==> config.mk <==
export PLATFORM = sky130hd
export DESIGN_NAME = hll_ctrl
export DESIGN_NICKNAME = d
export VERILOG_FILES = /design/src/rtl/hll_pkg.sv /design/src/rtl/hll_ctrl.sv
export SDC_FILE = /design/constraint.sdc
export NUM_CORES = 1
export LEC_CHECK = 0
export BUFFER_PORTS_ARGS = -buffer_cell sky130_fd_sc_hd__buf_4
export CORE_ASPECT_RATIO = 0.75
export CORE_MARGIN = 2
export CORE_UTILIZATION = 53
export DETAILED_ROUTE_END_ITERATION = 8
export PLACE_DENSITY = 0.89
export SETUP_SLACK_MARGIN = 0.2
export SYNTH_ARGS = -nofsm -noshare
export SYNTH_HDL_FRONTEND = slang
export SYNTH_SLANG_ARGS = --single-unit
==> constraint.sdc <==
create_clock -name clock -period 3.3 [get_ports clock]
set_input_delay 0.66 -clock clock [delete_from_list [all_inputs] [get_ports clock]]
set_output_delay 0.66 -clock clock [all_outputs]
set_load 0.01 [all_outputs]
==> src/rtl/hll_pkg.sv <==
// Shared constants, types and command/status structs for the HyperLogLog sketch.
`timescale 1ns / 1ps
package hll_pkg;

   localparam int INDEX_BITS = 14;
   localparam int REG_COUNT  = 1 << INDEX_BITS;
   localparam int SUM_FRAC   = 63 - INDEX_BITS;
   localparam int HASH_W     = 64;
   localparam int REST_W     = HASH_W - INDEX_BITS;
   localparam int RANK_W     = 6;
   localparam int ZERO_W     = INDEX_BITS + 1;
   localparam int SUM_W      = 64;
   localparam int EST_W      = 48;
   localparam int K_W        = 5;
   localparam int LOG_W      = 32 + K_W;
   localparam int DIV_STEPS  = 128;

   localparam logic [RANK_W-1:0] RANK_CAP = RANK_W'(65 - INDEX_BITS);

   // alpha in Q16, rounded to nearest
   localparam longint unsigned ALPHA_NUM = 64'd7213 * 64'(REG_COUNT) * 64'd65536;
   localparam longint unsigned ALPHA_DEN = 64'd10 * (64'd1000 * 64'(REG_COUNT) + 64'd1079);
   localparam longint unsigned ALPHA_Q16 =
      (INDEX_BITS == 4) ? 64'd44106 :
      (INDEX_BITS == 5) ? 64'd45679 :
      (INDEX_BITS == 6) ? 64'd46465 :
      (64'd2 * ALPHA_NUM + ALPHA_DEN) / (64'd2 * ALPHA_DEN);

   localparam logic [DIV_STEPS-1:0] DIVIDEND = DIV_STEPS'(ALPHA_Q16) << (INDEX_BITS + 55);

   // small-range threshold: 2.5*m in Q8
   localparam logic [EST_W-1:0] THRESH = EST_W'(640 * REG_COUNT);
   localparam logic [31:0]      LN2_Q32 = 32'd2977044472;

   typedef enum logic [1:0] {
      OP_INSERT   = 2'd0,
      OP_ESTIMATE = 2'd1,
      OP_CLEAR    = 2'd2,
      OP_NOP      = 2'd3
   } opcode_type;

   typedef struct packed {
      logic                  load;      // capture request beat
      logic                  mem_re;
      logic                  mem_we;
      logic                  wzero;     // write zero (clear) instead of rank
      logic                  use_cnt;   // address from sweep counter
      logic [INDEX_BITS-1:0] cnt;
      logic                  acc_clr;
      logic                  scan_rd;
      logic                  div_start;
      logic                  log_start;
      logic                  mul_en;
      logic                  out_load;
   } cmd_type;

   typedef struct packed {
      logic div_done;
      logic log_done;
      logic use_lin;
   } sts_type;

endpackage

==> src/rtl/hll_ctrl.sv <==
// Controller: sequences insert, scan/estimate and clearing sweeps.
`timescale 1ns / 1ps
module hll_ctrl (
   input  logic                 clock,
   input  logic                 reset,
   input  logic                 req_tvalid,
   input  logic [1:0]           opcode,
   output logic                 req_tready,
   output logic                 rsp_tvalid,
   input  logic                 rsp_tready,
   input  hll_pkg::sts_type     sts,
   output hll_pkg::cmd_type     cmd
);
   import hll_pkg::*;

   typedef enum logic [3:0] {
      ST_CLR, ST_IDLE, ST_INS_RD, ST_INS_WR, ST_SCAN, ST_TAIL,
      ST_DIV_GO, ST_DIV_WAIT, ST_LOG_GO, ST_LOG_WAIT, ST_MUL, ST_OUT
   } state_type;

   state_type             state_ff, state_in;
   logic [INDEX_BITS-1:0] cnt_ff, cnt_in;
   logic                  vld_ff, vld_in;
   logic                  accept;
   logic                  slot_free;
   opcode_type            op;

   assign op         = opcode_type'(opcode);
   assign req_tready = (state_ff == ST_IDLE) || (state_ff == ST_INS_WR);
   assign accept     = req_tvalid && req_tready;
   assign slot_free  = !vld_ff || rsp_tready;
   assign rsp_tvalid = vld_ff;

   // next state and commands
   always_comb begin
      state_in = state_ff;
      cnt_in   = cnt_ff;
      vld_in   = vld_ff && !rsp_tready;
      cmd      = '0;
      cmd.cnt  = cnt_ff;
      cmd.load = accept;
      unique case (state_ff)
         ST_CLR: begin
            cmd.mem_we  = 1'b1;
            cmd.wzero   = 1'b1;
            cmd.use_cnt = 1'b1;
            cnt_in      = cnt_ff + INDEX_BITS'(1);
            if (cnt_ff == '1) state_in = ST_IDLE;
         end
         ST_INS_RD: begin
            cmd.mem_re = 1'b1;
            state_in   = ST_INS_WR;
         end
         ST_SCAN: begin
            cmd.mem_re  = 1'b1;
            cmd.use_cnt = 1'b1;
            cmd.scan_rd = 1'b1;
            cnt_in      = cnt_ff + INDEX_BITS'(1);
            if (cnt_ff == '1) state_in = ST_TAIL;
         end
         ST_TAIL: state_in = ST_DIV_GO;
         ST_DIV_GO: begin
            cmd.div_start = 1'b1;
            state_in      = ST_DIV_WAIT;
         end
         ST_DIV_WAIT: begin
            if (sts.div_done) state_in = sts.use_lin ? ST_LOG_GO : ST_OUT;
         end
         ST_LOG_GO: begin
            cmd.log_start = 1'b1;
            state_in      = ST_LOG_WAIT;
         end
         ST_LOG_WAIT: begin
            if (sts.log_done) state_in = ST_MUL;
         end
         ST_MUL: begin
            cmd.mul_en = 1'b1;
            state_in   = ST_OUT;
         end
         ST_OUT: begin
            if (slot_free) begin
               cmd.out_load = 1'b1;
               vld_in       = 1'b1;
               state_in     = ST_IDLE;
            end
         end
         ST_IDLE, ST_INS_WR: begin
            if (state_ff == ST_INS_WR) begin
               cmd.mem_we = 1'b1;
               state_in   = ST_IDLE;
            end
            if (accept) begin
               cnt_in = '0;
               unique case (op)
                  OP_INSERT:   state_in = ST_INS_RD;
                  OP_ESTIMATE: begin
                     cmd.acc_clr = 1'b1;
                     state_in    = ST_SCAN;
                  end
                  OP_CLEAR:    state_in = ST_CLR;
                  OP_NOP:      state_in = ST_IDLE;
                  default:     state_in = ST_IDLE;
               endcase
            end
         end
         default: state_in = ST_IDLE;
      endcase
   end

   always_ff @(posedge clock) begin
      if (reset) begin
         state_ff <= ST_CLR;
         cnt_ff   <= '0;
         vld_ff   <= 1'b0;
      end else begin
         state_ff <= state_in;
         cnt_ff   <= cnt_in;
         vld_ff   <= vld_in;
      end
   end

endmodule

; After elaboration in Yosys (flattened, before gate mapping)
; Cells that the tools add are included.
; W data, S select, Z words.
[classes]
add_sub_neg = 1
n_mul = 0
div_mod_pow = 0
order_cmp = 0
eq_ne = 22
shifts = 0
muxes = 28
n_bitwise = 0
n_reduce_logical = 14
[ops]
columns = op, count
row1 = $pmux W4 S11, 1
row2 = $mux W4, 7
row3 = $pmux W14 S2, 1
row4 = $eq A4 B3 Y1 const B, 4
row5 = $eq A4 B4 Y1 const B, 4
row6 = $pmux W4 S4, 1
row7 = $mux W1, 15
row8 = $add A14 B1 Y14 const B, 1
row9 = $eq A14 B14 Y1 const B, 1
row10 = $mux W14, 1
row11 = $ne A2 B2 Y1 const B, 6
row12 = $eq A4 B2 Y1 const B, 2
row13 = $reduce_and A6 Y1, 1
row14 = $reduce_or A2 Y1, 3
row15 = $eq A2 B2 Y1 const B, 2
row16 = $eq A4 B1 Y1 const B, 1
row17 = $logic_not A4 Y1, 1
row18 = $ne A3 B3 Y1 const B, 1
row19 = $eq A2 B1 Y1 const B, 1
row20 = $logic_and A1 B1 Y1, 2
row21 = $logic_not A1 Y1, 2
row22 = $logic_not A2 Y1, 1
row23 = $logic_or A1 B1 Y1, 2
row24 = $mux W2, 1
row25 = other kinds (3), 3
[totals]
regBits = 19
latchBits = 0
ram_bits = 0
rom_bits = 0
inputBits = 9
out_inout_bits = 27
n_memories = 0

; Logic depth before layout (Yosys ltp)
; Gate-level depths: netlist (run 1).
[depth]
depth_word = 5
depth_mapped = 6

; Worst setup path before layout (run 1)
; Ideal clock, no wire load.
[synth_timing]
path_type = input-to-output
from = input req_tvalid
to = output cmd[5] in the netlist's numbering
arrival_ns = 1.525
setup_slack_ns = 1.115
path_stages = 3
path_buffers = 1
cell_sequence = nor4bb_4 -> clkbuf_1 -> and3_1
[synth_lines]
columns = item, line_no
row1 = "start, declared", hll_ctrl.sv:6  ; input logic req_tvalid,
row2 = "end, declared", hll_ctrl.sv:12  ; output hll_pkg::cmd_type cmd

==> results of run 1 <==
-- worst max-delay path, cell delays in order (launching register included) --
cell	delay (ns)
dfxtp_1	0.48
nor4bb_4	0.72
and3_1	0.26
buf_4	0.12
-- worst max-delay path by stage --
stage | end | slack [ns]
3_5_place_dp | cmd[5] | 0.86
5_1_grt | cmd[5] | 0.60
2_1_floorplan | cmd[5] | 1.11
4_1_cts | cmd[5] | 0.77
3_3_place_gp | cmd[5] | 0.90
6_report | cmd[5] | 0.76
-- cell families after synthesis --
logic type | synth area share
DFF | 0.337
AOI/OAI and AO/OA | 0.218
buffers and inverters | 0.0421
and+or+nand+nor | 0.337
xor gates and xnor gates | 0.0465
muxes | 0.00886
adders and majority gates | 0.0111
-- through the flow --
step | utilization | cell area (µm²)
floorplan | - | 1130
global placement | 0.690 | 1390
detailed placement | 0.690 | 1390
CTS | 0.703 | 1420
global route | 0.703 | 1420
finish | 0.703 | 1420
-- sequential cells by signal (all words and copies together) (netlist names) --
name	count
state_ff	4
cnt_ff	14
rsp_tvalid	1
-- cells in the mapped netlist (2+ instances only) --
cell type / instances / share of area
a211o_1: 2 / 0.016
o211ai_1: 5 / 0.033
nand4_1: 2 / 0.011
and4_1: 2 / 0.016
o2111ai_1: 2 / 0.016
o21ai_1: 4 / 0.018
or4_1: 5 / 0.033
buf_2: 2 / 0.0089
nor2_1: 18 / 0.060
inv_1: 2 / 0.0066
nand3_1: 3 / 0.013
nand2_1: 13 / 0.043
or2_1: 2 / 0.011
a21oi_1: 6 / 0.027
and3_1: 2 / 0.011
dfxtp_1: 19 / 0.34
xor2_1: 5 / 0.039
clkbuf_1: 6 / 0.020
or3_1: 3 / 0.017
nand2b_1: 4 / 0.022
o21ai_0: 5 / 0.022
nor3_1: 4 / 0.018
nor2b_1: 3 / 0.017
-- cell type report --
cell class	count	area, µm²
well taps	24	30.0
inverters	2	7.51
fillers	158	598
repair buffers	36	270
multi-input cells	109	702
flip-flops and latches	19	380
clock buffers	4	26.3
-- layer usage --
metal  vias to the layer above  share of wire  track usage
met5                         -              0            0
met2                        38           0.48        0.389
met1                       567           0.46        0.306
met4                         0         0.0079       0.0279
met3                         4          0.058       0.0627
li1                        578              -            -
-- report_power, final --
group / internal (mW) / switching [mW]
Clock: 0.0471 / 0.0711
Sequential: 0.241 / 0.0215
Combinational: 0.0636 / 0.0677
==> results.json, run 1 <==
{
  "track_usage": 0.230,
  "drc": 0,
  "synth_edf_count": 0,
  "chipWidth_um": 57.3,
  "drive_gt1_frac": 0.265,
  "numCtsBuffers": 3,
  "min_path_type": "flip-flop to flip-flop",
  "wl_per_cell_um": 14.4,
  "synth.avg_cell_area_um2": 8.13,
  "status": "complete, no violations",
  "layout_common_cells": "buf_4 (36), dfxtp_1 (19), nor2_1 (18)",
  "post_cts_buffers": 0,
  "peakVddDrop_mv": 0.394,
  "period_share": 0.769,
  "hp-start": "cnt_ff[12]$_SDFFE_PP0P_",
  "initial_core_util": 0.561,
  "clock-sinks": 19,
  "drtIter0Drc": 71,
  "syn-num-nets": 149,
  "setup_viol": 0,
  "syn_inst": 139,
  "placedCellCount": 190,
  "finalNonFillerCells": 194,
  "grt_max_degree": 17,
  "synth_cell_types": 43,
  "critPathMaxFanout": 14,
  "hold-worst-slack_ns": 0.514,
  "endpoint_kind": "output port",
  "post_cts_resized": 0,
  "diodes": 0,
  "p_leak_nw": 0.587,
  "clk_root_buffer_cell": "clkbuf_4",
  "slew_headroom": 0.444,
  "grt-ovfl-total": 0,
  "worst_pin_slew_ns": 0.831,
  "rows": 14,
  "clk_pin_slew_ns": 0.10,
  "ioPinCount": 36,
  "final_common_cell": "buf_4",
  "finalPower_uw": 512,
  "routed_wl_mm": 2.80,
  "layout_min_cycle_time_ns": 2.54,
  "crit_arrival_ns": 1.88,
  "clk_latency_ns": 0.30,
  "synth_seq_area_share": 0.337,
  "tns_ns": 0,
  "grt_setup_unrepaired": "false",
  "slew_viol_final": 0,
  "r2r_end": "cnt_ff[13]$_SDFFE_PP0P_",
  "grt_pass1_wl_mm": 4.53,
  "powerDensity_nw_per_um2": 361,
  "dr.pass1.iters": 4,
  "skew_ns": 0.00210,
  "fp.coreArea_um2": 2010,
  "clockBufferDepth": 2,
  "dieHeight_um": 44.0,
  "synthFlopType": "dfxtp_1",
  "grt_pass1_vias": 1050,
  "setup_ws_ns": 0.763,
  "critPathKind": "flip-flop to output port",
  "synth_area_um2": 1130,
  "r2r-start": "state_ff[2]$_SDFFE_PP0P_",
  "ctsHoldBuffers": 0,
  "area_growth_pct": 25.4,
  "viasPerCell": 6.12,
  "max-cap-violations": 0,
  "min_to": "cnt_ff[12]$_SDFFE_PP0P_",
  "drtAntennaViolNets": 0,
  "post-place-ws_ns": 0.862,
  "holdPathStages": 2,
  "die_area_um2": 2520,
  "hpwl_mm": 2.09,
  "fmax_ghz": 0.394,
  "ys_ff_latch": 19,
  "crit_start": "state_ff[2]$_SDFFE_PP0P_",
  "antenna_found_initial": 0,
  "fin_nets": 181,
  "worst_r2r_path_depth": 4,
  "worst_setup_path_start_kind": "flip-flop",
  "num_vias": 1187,
  "yosysWarnings": 0,
  "hold_viol": 0,
  "cp.required_ns": 2.64,
  "gp_congestion": 0.841,
  "async_reset_ff_frac": 0,
  "ff2ff_setup_slack_ns": 1.08,
  "tritoncts": "done",
  "io_buffers": 35,
  "htreeDepth": 1
}
Power figures use the tool's default switching activity.
==> run 2, diff against run 1 <==
--- a/config.mk
+++ b/config.mk
@@ -8,9 +8,9 @@
 export BUFFER_PORTS_ARGS = -buffer_cell sky130_fd_sc_hd__buf_4
 export CORE_ASPECT_RATIO = 0.75
 export CORE_MARGIN = 2
-export CORE_UTILIZATION = 53
+export CORE_UTILIZATION = 50
 export DETAILED_ROUTE_END_ITERATION = 8
-export PLACE_DENSITY = 0.89
+export PLACE_DENSITY = 0.85
 export SETUP_SLACK_MARGIN = 0.2
 export SYNTH_ARGS = -nofsm -noshare
 export SYNTH_HDL_FRONTEND = slang
==> constraint.sdc (replaced) <==
create_clock -name clock -period 2.35 [get_ports clock]
set_input_delay 0.47 -clock clock [delete_from_list [all_inputs] [get_ports clock]]
set_output_delay 0.47 -clock clock [all_outputs]
set_load 0.01 [all_outputs]
==> results.json, run 2 (same netlist as run 1, synthesis figures left out) <==
{
  "status": "complete, but fails checks",
  "failed_checks": "DRC",
  "min_to": "cnt_ff[0]$_SDFFE_PP0P_",
  "clk_latency_ns": 0.32,
  "area_growth_pct": 29.9,
  "worst_setup_path_start_kind": "flip-flop",
  "fin_nets": 187,
  "slew_viol_final": 0,
  "critPathMaxFanout": 9,
  "slew_headroom": 0.709,
  "grt_max_degree": 14,
  "grt_pass1_vias": 1018,
  "clk_pin_slew_ns": 0.13,
  "critPathKind": "flip-flop to output port",
  "numCtsBuffers": 3,
  "drtIter0Drc": 79,
  "skew_ns": 0.0158,
  "htreeDepth": 1,
  "clockBufferDepth": 2,
  "p_leak_nw": 0.624,
  "hold_viol": 0,
  "routed_wl_mm": 2.99,
  "fmax_ghz": 0.484,
  "ioPinCount": 36,
  "tritoncts": "done",
  "die_area_um2": 2660,
  "clk_root_buffer_cell": "clkbuf_4",
  "largest_reg_flops": 14,
  "io_buffers": 35,
  "peakVddDrop_mv": 0.285,
  "grt-ovfl-total": 0,
  "hp-start": "reset",
  "hpwl_mm": 2.23,
  "viasPerCell": 5.95,
  "layout_common_cells": "buf_4 (42), dfxtp_1 (19), nor2_1 (18)",
  "top_register": "cnt_ff",
  "grt_pass1_wl_mm": 4.61,
  "drc": 2,
  "grt_setup_unrepaired": "true",
  "r2r-start": "state_ff[3]$_SDFFE_PP0P_",
  "antenna_found_initial": 0,
  "cp.required_ns": 1.88,
  "worst_pin_slew_ns": 0.437,
  "layout_min_cycle_time_ns": 2.07,
  "wl_per_cell_um": 14.9,
  "finalPower_uw": 733,
  "r2r_end": "cnt_ff[11]$_SDFFE_PP0P_",
  "setup_viol": 0,
  "initial_core_util": 0.547,
  "n_fill_cell": 170,
  "tns_ns": 0,
  "dr.pass1.iters": 7,
  "clock-sinks": 19,
  "dieHeight_um": 45.2,
  "fp.coreArea_um2": 2070,
  "worst_r2r_path_depth": 6,
  "gp_congestion": 0.798,
  "drtAntennaViolNets": 0,
  "chipWidth_um": 58.9,
  "period_share": 0.879,
  "max-cap-violations": 0,
  "final_common_cell": "buf_4",
  "holdPathStages": 2,
  "diodes": 0,
  "min_path_type": "primary input to flip-flop",
  "ff2ff_setup_slack_ns": 0.32,
  "num_vias": 1190,
  "endpoint_kind": "output port",
  "crit_arrival_ns": 1.60,
  "track_usage": 0.228,
  "drive_gt1_frac": 0.301,
  "powerDensity_nw_per_um2": 500,
  "rows": 14
}
==> run 2: cell types whose count changed in the layout (fill, tap and decap cells not counted) <==
cell,previous run,this run
clkinv_2,0,1
nor3_2,0,1
nor3_1,4,3
clkbuf_1,1,0
buf_4,36,42
==> run 2: layout make-up <==
cell class                 instances  area (µm²)  share of cell area
clock buffer                       3        22.5              0.0153
clock inverter                     1        5.00             0.00341
inverter                           2        7.51             0.00512
multi-input combinational        109         707               0.482
sequential                        19         380               0.259
tap                               24        30.0              0.0205
timing repair buffer              42         315               0.215
==> run 2: power breakdown <==
part,switching (mW),internal [mW]
Sequential,0.0304,0.338
Combinational,0.0931,0.0944
Clock,0.114,0.0637
==> run 2: metal layers <==
metal / vias to the layer above / share of wire / global-route usage
met2: 55 / 0.48 / 0.384
met4: 0 / 0.0010 / 0.0409
met1: 545 / 0.45 / 0.303
met5: - / 0 / 0
li1: 588 / - / -
met3: 2 / 0.075 / 0.0573
==> run 2: what timing repair did <==
action                                  CTS  global route
hold buffers                              0             0
endpoints found under the setup margin    4             1
setup buffers                             3             0
endpoints found under the hold margin     0             0
gates resized for setup                   1             0
==> run 2: through the flow <==
step | cells | setup slack, ns | utilization | hold slack [ns] | instance area, µm²
floorplan | 139 | 0.545 | - | 0.515 | 1130
global placement | 193 | 0.245 | 0.683 | 0.484 | 1410
detailed placement | 193 | 0.110 | 0.683 | 0.508 | 1410
CTS | 200 | 0.283 | 0.710 | 0.373 | 1470
global route | 200 | 0.198 | 0.710 | 0.382 | 1470
finish | 200 | 0.284 | 0.710 | 0.381 | 1470
==> run 2: worst max path at each step <==
stage | slack, ns | from | depth (start not counted) | endpoint
after floorplan | 0.54 | req_tvalid | 3 | cmd[5]
after global placement | 0.24 | req_tvalid | 5 | cnt_ff[13]$_SDFFE_PP0P_
after detailed placement | 0.11 | req_tvalid | 5 | cnt_ff[13]$_SDFFE_PP0P_
after CTS | 0.28 | state_ff[3]$_SDFFE_PP0P_ | 4 | cmd[20]
after global routing | 0.20 | state_ff[3]$_SDFFE_PP0P_ | 4 | cmd[20]
final | 0.28 | state_ff[3]$_SDFFE_PP0P_ | 4 | cmd[20]
==> run 2: critical path, stage by stage, from the launching register on <==
cell and delay, ns:
dfxtp_1 0.44, buf_4 0.22, nor3_2 0.27, buf_4 0.23, buf_4 0.13
==> run 3, diff against run 2 <==
--- a/config.mk
+++ b/config.mk
@@ -8,9 +8,9 @@
 export BUFFER_PORTS_ARGS = -buffer_cell sky130_fd_sc_hd__buf_4
 export CORE_ASPECT_RATIO = 0.75
 export CORE_MARGIN = 2
-export CORE_UTILIZATION = 50
+export CORE_UTILIZATION = 45
 export DETAILED_ROUTE_END_ITERATION = 8
-export PLACE_DENSITY = 0.85
+export PLACE_DENSITY = 0.78
 export SETUP_SLACK_MARGIN = 0.2
 export SYNTH_ARGS = -nofsm -noshare
 export SYNTH_HDL_FRONTEND = slang
==> results.json, run 3 (same netlist as run 1, synthesis figures left out) <==
{
  "die_area_um2": 2930,
  "setup_ws_ns": 0.323,
  "fin_nets": 184,
  "io_buffers": 35,
  "p_leak_nw": 0.607,
  "grt-ovfl-total": 0,
  "ioPinCount": 36,
  "hold-worst-slack_ns": 0.404,
  "clk_pin_slew_ns": 0.11,
  "drive_gt1_frac": 0.289,
  "powerDensity_nw_per_um2": 495,
  "grt_setup_unrepaired": "false",
  "worst_pin_slew_ns": 0.533,
  "diodes": 0,
  "crit_arrival_ns": 2.28,
  "num_vias": 1178,
  "critPathMaxFanout": 14,
  "min_path_type": "primary input to flip-flop",
  "endpoint_kind": "flip-flop",
  "track_usage": 0.207,
  "drtAntennaViolNets": 0,
  "largest_reg_flops": 14,
  "clock-sinks": 19,
  "finalPower_uw": 720,
  "htreeDepth": 1,
  "slew_viol_final": 0,
  "layout_min_cycle_time_ns": 2.03,
  "antenna_found_initial": 0,
  "setup_viol": 0,
  "tritoncts": "done",
  "post-place-ws_ns": 0.397,
  "skew_ns": 0.00175,
  "dr.pass1.iters": 4,
  "worst_setup_path_start_kind": "flip-flop",
  "gp_congestion": 0.797,
  "chipWidth_um": 61.9,
  "clk_latency_ns": 0.30,
  "swShare": 0.315,
  "viasPerCell": 5.69,
  "top_register": "cnt_ff",
  "tns_ns": 0,
  "critPathKind": "flip-flop to flip-flop",
  "cp.required_ns": 2.60,
  "worstPathCellList": "nor4bb_4, buf_4, or2_1, or4_1, nand2_1",
  "grt_pass1_vias": 1000,
  "wl_per_cell_um": 14.0,
  "numCtsBuffers": 3,
  "peakVddDrop_mv": 0.275,
  "cpLargestDelayFamily": "simple AND/OR/NAND/NOR gates",
  "drc": 0,
  "fp.coreArea_um2": 2350,
  "period_share": 0.862,
  "slew_headroom": 0.644,
  "slowest_stage": "dfxtp_1",
  "power.internal_uw": 493,
  "placed_cell_area_um2": 1420,
  "p_comb_frac": 0.261,
  "p_seq_frac": 0.511,
  "hold_viol": 0,
  "worst_path_largest_cell_delay_ns": 0.67,
  "p_sw_uw": 227,
  "clockPowerShare": 0.228,
  "clockBufferDepth": 2,
  "grt_max_degree": 17,
  "rows": 15,
  "status": "complete, no violations",
  "final_common_cell": "buf_4",
  "clk_root_buffer_cell": "clkbuf_4",
  "drtIter0Drc": 36,
  "dieHeight_um": 47.4,
  "max-cap-violations": 0,
  "worst-path-buf-inv": 1,
  "routed_wl_mm": 2.91,
  "fin_area_um2": 1450,
  "grt_pass1_wl_mm": 4.46,
  "fmax_ghz": 0.493,
  "hpwl_mm": 2.13,
  "initial_core_util": 0.482,
  "area_growth_pct": 28.7,
  "layout_common_cells": "buf_4 (39), nor2_1 (18), dfxtp_1 (18)"
}
-- run 3: worst paths after layout --
path | cells past startpoint | to | slack [ns] | startpoint
setup / recovery | 5 | cnt_ff[8]$_SDFFE_PP0P_ | 0.32 | state_ff[2]$_SDFFE_PP0P_
hold / removal | 2 | cnt_ff[0]$_SDFFE_PP0P_ | 0.40 | reset
setup reg to reg | 5 | cnt_ff[8]$_SDFFE_PP0P_ | 0.32 | state_ff[2]$_SDFFE_PP0P_
hold reg to reg | 2 | cnt_ff[12]$_SDFFE_PP0P_ | 0.52 | cnt_ff[12]$_SDFFE_PP0P_
-- run 3: routing by layer --
layer	GRT usage	vias to the layer above	wire, µm
met5	0	-	0
met4	0.0255	0	0
met3	0.0496	0	167
met2	0.352	36	1350
met1	0.278	558	1390
li1	-	584	-
-- run 3: timing repair --
action                                  CTS  global route
endpoints found under the hold margin     0             0
endpoints found under the setup margin    1             2
hold buffers                              0             0
resized for setup                         0             1
setup buffers                             1             0
pin swaps                                 1             0
-- run 3: worst reg2reg max path: cells and delay by family, from the launching register on --
family                 cells  cell delay [ns]
flip-flops                 1             0.67
AND/OR/NAND/NOR            4             1.12
buffers and inverters      1             0.18
-- run 3: through the flow --
stage                     cells   util
after floorplan             139      -
after global placement      202  0.604
after detailed placement    202  0.604
after CTS                   207  0.619
after global routing        207  0.620
final                       207  0.620
-- run 3: area by class of cell --
class,instances,area (µm²)
clock buffers,3,22.5
clock inverters,1,5.00
fillers,221,892
inverters,2,7.51
multi-input cells,109,702
flip-flops and latches,19,382
well taps,34,42.5
repair buffers,39,293
-- run 3: power by group through the flow --
| stage | logic, mW | registers (mW) | clock network [mW] |
|---|---|---|---|
| finish | 0.188 | 0.368 | 0.164 |
| global route | 0.206 | 0.371 | 0.187 |
| CTS | 0.188 | 0.367 | 0.170 |
| detailed placement | 0.186 | 0.374 | 0 |
| global placement | 0.179 | 0.373 | 0 |
| floorplan | 0.113 | 0.366 | 0 |
